### src/sv/assert_macros.svh
// ----------------------------------------------------------------------------
// assert_macros.svh
// shared assertion macros, sampled on clock and disabled while in reset
// ----------------------------------------------------------------------------
`ifndef ASSERT_MACROS_SVH
`define ASSERT_MACROS_SVH

// implication or plain property that must hold at every edge
`define ASSERT_CLK(label, prop, msg) \
   label: assert property (@(posedge clock) disable iff (reset) (prop)) else $error(msg);

// condition that must never be seen at a clock edge
`define ASSERT_NEVER(label, cond, msg) \
   label: assert property (@(posedge clock) disable iff (reset) !(cond)) else $error(msg);

`endif

### src/sv/rswr_pkg.sv
// ----------------------------------------------------------------------------
// rswr_pkg
// shared constants and types of the sampler without replacement
// ----------------------------------------------------------------------------
package rswr_pkg;

   localparam int MAX_POPULATION_DEFAULT = 1024;

   localparam int ENTRY_W = 10;
   localparam int COUNT_W = 11;
   localparam int WORD_W  = 32;

   localparam logic OP_RESTART = 1'b0;
   localparam logic OP_DRAW    = 1'b1;

   localparam logic CSR_POPULATION   = 1'b0;
   localparam logic CSR_SAMPLE_COUNT = 1'b1;

   localparam logic [COUNT_W-1:0] POPULATION_RESET   = 11'd1024;
   localparam logic [COUNT_W-1:0] SAMPLE_COUNT_RESET = 11'd1;

   typedef struct packed {
      logic               start;
      logic [WORD_W-1:0]  dividend;
      logic [COUNT_W-1:0] divisor;
   } mod_req_type;

   typedef struct packed {
      logic               done;
      logic [COUNT_W-1:0] remainder;
   } mod_rsp_type;

endpackage

### src/sv/rswr_mod.sv
// ----------------------------------------------------------------------------
// rswr_mod
// bit-serial restoring modulo of a 32-bit word by an 11-bit count
// ----------------------------------------------------------------------------
module rswr_mod (
   input  logic                 clock,
   input  logic                 reset,
   input  rswr_pkg::mod_req_type req,
   output rswr_pkg::mod_rsp_type rsp
);

   localparam int CNT_W = $clog2(rswr_pkg::WORD_W);

   logic                          busy_ff, busy_in;
   logic                          done_ff, done_in;
   logic [CNT_W-1:0]              count_ff, count_in;
   logic [rswr_pkg::WORD_W-1:0]   word_ff, word_in;
   logic [rswr_pkg::COUNT_W-1:0]  divisor_ff, divisor_in;
   logic [rswr_pkg::COUNT_W-1:0]  rem_ff, rem_in;
   logic [rswr_pkg::COUNT_W:0]    trial;
   logic [rswr_pkg::COUNT_W:0]    diff;

   assign trial = {rem_ff, word_ff[rswr_pkg::WORD_W-1]};
   assign diff  = trial - {1'b0, divisor_ff};

   always_comb begin
      busy_in    = busy_ff;
      done_in    = 1'b0;
      count_in   = count_ff;
      word_in    = word_ff;
      divisor_in = divisor_ff;
      rem_in     = rem_ff;
      if (req.start) begin
         busy_in    = 1'b1;
         count_in   = '0;
         word_in    = req.dividend;
         divisor_in = req.divisor;
         rem_in     = '0;
      end else if (busy_ff) begin
         word_in  = {word_ff[rswr_pkg::WORD_W-2:0], 1'b0};
         count_in = count_ff + CNT_W'(1);
         if (trial >= {1'b0, divisor_ff}) begin
            rem_in = diff[rswr_pkg::COUNT_W-1:0];
         end else begin
            rem_in = trial[rswr_pkg::COUNT_W-1:0];
         end
         if (count_ff == CNT_W'(rswr_pkg::WORD_W - 1)) begin
            busy_in = 1'b0;
            done_in = 1'b1;
         end
      end
   end

   always_ff @(posedge clock) begin
      if (reset) begin
         busy_ff  <= 1'b0;
         done_ff  <= 1'b0;
         count_ff <= '0;
      end else begin
         busy_ff  <= busy_in;
         done_ff  <= done_in;
         count_ff <= count_in;
      end
      word_ff    <= word_in;
      divisor_ff <= divisor_in;
      rem_ff     <= rem_in;
   end

   assign rsp.done      = done_ff;
   assign rsp.remainder = rem_ff;

endmodule

### config.mk
export PLATFORM = sky130hd
export DESIGN_NAME = rswr_mod
export DESIGN_NICKNAME = d
export VERILOG_FILES = /design/src/sv/assert_macros.svh /design/src/sv/rswr_pkg.sv /design/src/sv/rswr_mod.sv
export SDC_FILE = /design/constraint.sdc
export NUM_CORES = 1
export LEC_CHECK = 0
export ABC_AREA = 1
export BUFFER_PORTS_ARGS = -buffer_cell sky130_fd_sc_hd__buf_2
export CELL_PAD_IN_SITES_DETAIL_PLACEMENT = 1
export CELL_PAD_IN_SITES_GLOBAL_PLACEMENT = 2
export CORE_MARGIN = 3
export CORE_UTILIZATION = 33
export CTS_BUF_LIST = sky130_fd_sc_hd__clkbuf_16
export DETAILED_ROUTE_END_ITERATION = 10
export PLACE_DENSITY_LB_ADDON = 0.08
export SKIP_CTS_REPAIR_TIMING = 1
export SLEW_MARGIN = 10
export SYNTH_ARGS = -nofsm -noshare
export SYNTH_HDL_FRONTEND = slang
export SYNTH_SLANG_ARGS = --single-unit
### constraint.sdc
create_clock -name clock -period 2.8 [get_ports clock]
set_clock_uncertainty 0.2 [all_clocks]
set_input_delay 0.28 -clock clock [delete_from_list [all_inputs] [get_ports clock]]
set_output_delay 0.28 -clock clock [all_outputs]
set_load 0.01 [all_outputs]
== Word-level counts from Yosys, hierarchy flattened ==
Cells that the tools add are included.

* Register bits: 61
* Bits in latches: 0
* RAM bits: 0
* Bits in read-only memories: 0
* Output and inout bits: 12
* Logic and storage cells: 21
* Memories kept: 0

* Add/sub/neg operators: 2
* Multipliers: 0
* Div/mod/pow operators: 0
* Order comparisons: 1
* Equal/unequal tests: 1
* Shift-type cells: 0
* Mux-type cells: 7
* Bitwise gates (word level): 1
* Reduce and logical (&&, ||, !) cells: 3

{| class="wikitable"
|+ Operators by type and width
! operator !! number
|-
| $mux W32 || 2
|-
| $ge A12 B11 Y1 || 1
|-
| $mux W11 || 1
|-
| $sub A11 B11 Y11 || 1
|-
| $add A5 B1 Y5 const B || 1
|-
| $eq A5 B5 Y1 const B || 1
|-
| $mux W1 || 4
|-
| $reduce_or A3 Y1 || 1
|-
| $reduce_bool A2 Y1 || 1
|-
| $reduce_or A2 Y1 || 1
|-
| $not A1 Y1 || 1
|}

== Longest topological paths before layout ==
* Depth in word-level cells: 4
* Gate-level depth with buffers: 15
* Depth with buffers taken out: 14

== Worst setup path after synthesis ==
No wires, ideal clock.

* Path type: flip-flop to flip-flop
* Start point: register word_ff[31] (netlist name)
* End point: register rem_ff[0] (netlist name)
* Setup time: 0.154 ns
* Data arrival time: 1.690 ns
* Setup slack: 0.755 ns
* Cell stages (with the launch flop): 15
* Buffers on the path: 1
* Cell sequence: edfxtp_1 > inv_1 > ha_1 > fa_1 > inv_1 > nand2_2 > nand2_2 > nand2_2 > nand2_1 > nand2_2 > nand3_2 > buf_6 > nand2_1 > nand3_1 > o21ai_1

* Longest elaborated chain between the ends: 2
* Elaborated cells on any way between the ends: 3
* Classes of those cells: add/sub: 1; order compare: 1; mux: 1

{| class="wikitable"
|+ RTL lines
! item !! RTL line !! source
|-
| start, declared || rswr_mod.sv:17 || <nowiki>logic [rswr_pkg::WORD_W-1:0] word_ff, word_in;</nowiki>
|-
| start signal, assigned || rswr_mod.sv:64 || <nowiki>word_ff <= word_in;</nowiki>
|-
| $sub A11 B11 Y11 or $ge A12 B11 Y1 (tied branches) || rswr_mod.sv:24, rswr_mod.sv:42 ||
|-
| $mux W11 * || rswr_mod.sv:42 || <nowiki>if (trial >= {1'b0, divisor_ff}) begin</nowiki>
|-
| end signal, assigned || rswr_mod.sv:66 || <nowiki>rem_ff <= rem_in;</nowiki>
|-
| end, declared || rswr_mod.sv:19 || <nowiki>logic [rswr_pkg::COUNT_W-1:0] rem_ff, rem_in;</nowiki>
|}

Every way passes the cells marked *; elsewhere a longest branch is shown, timed or not.
A chain may end at the register's enable or synchronous reset.

== Worst setup path after layout ==
Same ends and word-level chain as after synthesis.

==> impl_results.md <==
* Required @ worst endpoint at approximately 2800 ps
* Final hold vios at 0
* Starting density of the core at 0.346
* Global-route wire length before repair at 13900 um
* #FFs+latches synth at 61
* WL final at 8450 um
* Clk sinks at 61
* Syn Inst Count at between 400 and 500
* Gr ovfl total at 0
* Tot GR Track Use at 0.160
* Max-cap viol count at 0
* Post-synthesis cell type count at 27
* CTS tree: built
* 1st-iter DRT viols at 114
* Clk slew on worst S/H paths at 50 ps
* Die Y at around 110 um
* Initial antenna violation count at 0
* Worst setup margin at 360 ps
* Ant. Diodes at 0
* Area of the core at about 9500 sq um
* Final net count at 536
* Setup_tns at 0 ps
* Reg power frac at 0.449
* GP Congestion at 0.788
* Cell area after synthesis at 3280 sq um
* Post-place setup slack at around 350 ps
* CP max FO at 12
* Pin count of the biggest net entering global routing at 38
* Setup violators final at 0
* Worst path arrival time at 2440 ps
* Worst-margin pin slew at 764 ps
* PwrDens at 584 nW/um^2
* Switching Share at 0.237
* Sequential fraction of the synthesis area at 0.504
* Die width at around 110 um
* Area growth syn-to-layout at 24.4%
* Clock root buffer: clkbuf_16
* Critical path type: flop to flop
* Clock power frac at 0.441
* Fmax achieved at 410 MHz
* Vias in the first global route at 2780
* Lkg Pwr at 2.08 nW
* Avg WL per Cell at around 14 um
* Worst hold-check path type: input pin to flop
* RSZ-0062 raised after global routing: false
* Num ports at 58
* # H-tree levels at 3
* Synthesized Nets at 465
* # DRC at 0
* Clock period minus worst slack at approximately 2400 ps
* Post-DRT Antenna Nets at 0
* Bufs on Longest Clock Path at 2
* Row cnt at 35
* Worst setup SP type: flop
* Detailed placement HPWL at 6400 um
* Port bufs at 57
* Comb power frac at 0.109
* Avg Cell Area, Syn at 8.09 sq um
* Cell-internal power at around 1.8 mW
* First-pass detailed-route iteration total at 4
* Critical path capture point type: flop
* Switching pwr at 563 uW
* Peak VDD IR at 0.000313 V
* Rel. slew slack at 0.489
* Vias per cell at 4.50
* Status: finished clean
* Yosys warns at 0
* Die area at 11200 sq um
* Fin crit share at 0.872
* Clock latency at the later pin of the worst-skew pair at ~330 ps
* Detailed-route via count at between 2000 and 3000
* Final Max Slew Viols at 0
* Layout cell share with drive strength beyond 1 at 0.187
* Number of CTS-inserted buffers at 9
metrics by stage:
step / cell area (sq um) / power, mW / cells / util / hold WS, ps
3_3_place_gp: 3680 / 1.33 / 582 / 0.389 / 254
3_5_place_dp: 3680 / 1.34 / 582 / 0.389 / 259
2_1_floorplan: 3280 / 1.24 / 405 / - / 156
5_1_grt: 4080 / 2.50 / 610 / 0.431 / 20.5
6_report: 4080 / 2.38 / 610 / 0.431 / 17.1
4_1_cts: 3960 / 2.41 / 598 / 0.418 / -89.5
area by class of cell:
cell class                 instances  area [sq um]
tap                              129           161
sequential                        61          1650
fill                            1201          5380
inverter                          60           225
multi-input combinational        270          1320
timing repair buffer              74           443
clock buffer                       9           225
clock inverter                     7          52.6
power by group through the flow:
stage,Sequential [mW],Clock (mW),Combinational (mW)
final,1.07,1.05,0.260
after global routing,1.07,1.12,0.301
after CTS,1.07,1.09,0.254
after detailed placement,1.09,0,0.253
after global placement,1.08,0,0.249
after floorplan,1.08,0,0.159
cell families (layout without fill, tap and decap cells):
kind of cell	count (synthesis)	count (layout)	synth area share
DFF	61	61	0.504
AOI/OAI and AO/OA	15	15	0.0244
adders and majority gates	14	14	0.0558
and+or+nand+nor	238	238	0.314
xor gates and xnor gates	3	3	0.00802
buffers and inverters	74	150	0.0940
flip-flops by register name, summed over array words and instances, names as in the netlist:
register and cells:
count_ff 5, rem_ff 11, word_ff 32, busy_ff 1
divisor_ff 11, done_ff 1
routing by layer:
layer  up-vias  GRT usage  share of wire
met3         9     0.0453          0.040
li1       1426          -              -
met4         0     0.0500          0.013
met1      1266      0.207           0.47
met5         -          0              0
met2        44      0.258           0.48
cells in the mapped netlist (all sizes together):
cell    number  share of area
ha          13          0.050
buf          9          0.019
nand3       27          0.052
or2          1         0.0019
nor2        14          0.017
nor3b        1         0.0023
fa           1         0.0061
o21ai        7          0.011
edfxtp      43           0.39
nand2      178           0.21
nor3         3         0.0046
a21oi        7          0.012
clkbuf       5         0.0057
nand4       14          0.027
dfxtp       18           0.11
a31oi        1         0.0019
inv         60          0.069
xor2         3         0.0080
critical path, cell delays in order (launching register included):
cell	delay [ps]
edfxtp_1	320
inv_1	50
ha_1	220
fa_1	420
inv_1	120
nand2_2	60
nand2_2	70
nand2_2	50
nand2_1	90
nand2_2	170
nand3_2	310
nand2_1	90
nand3_1	70
o21ai_1	70
placed cells by master, fill, tap and decap left out:
cell type      count
a21oi_2            1
nor2_1            13
fa_1               1
inv_1             62
nand3_1           20
a21oi_1            6
dfxtp_1           18
buf_4              5
o21ai_0            3
xor2_1             3
nor3b_1            1
clkbuf_16          9
edfxtp_1          43
nor3_1             3
nand2_1          171
nand2_2            7
nor2_2             1
nand3_2            7
dlygate4sd3_1     12
bufinv_16          1
buf_2             57
or2_0              1
o21ai_1            4
ha_1              13
nand4_1           14
inv_2              2
clkinv_1           2
a31oi_1            1
worst paths after layout:
path         slack (ps)     endpoint  depth (start not counted)   startpoint
max reg2reg         360    rem_ff[0]                         13  word_ff[31]
max                 360    rem_ff[0]                         13  word_ff[31]
min reg2reg         270  count_ff[4]                          2  count_ff[4]
min                  20   word_ff[0]                          3      req[11]
No activity file was read; power rests on OpenSTA's default activity.
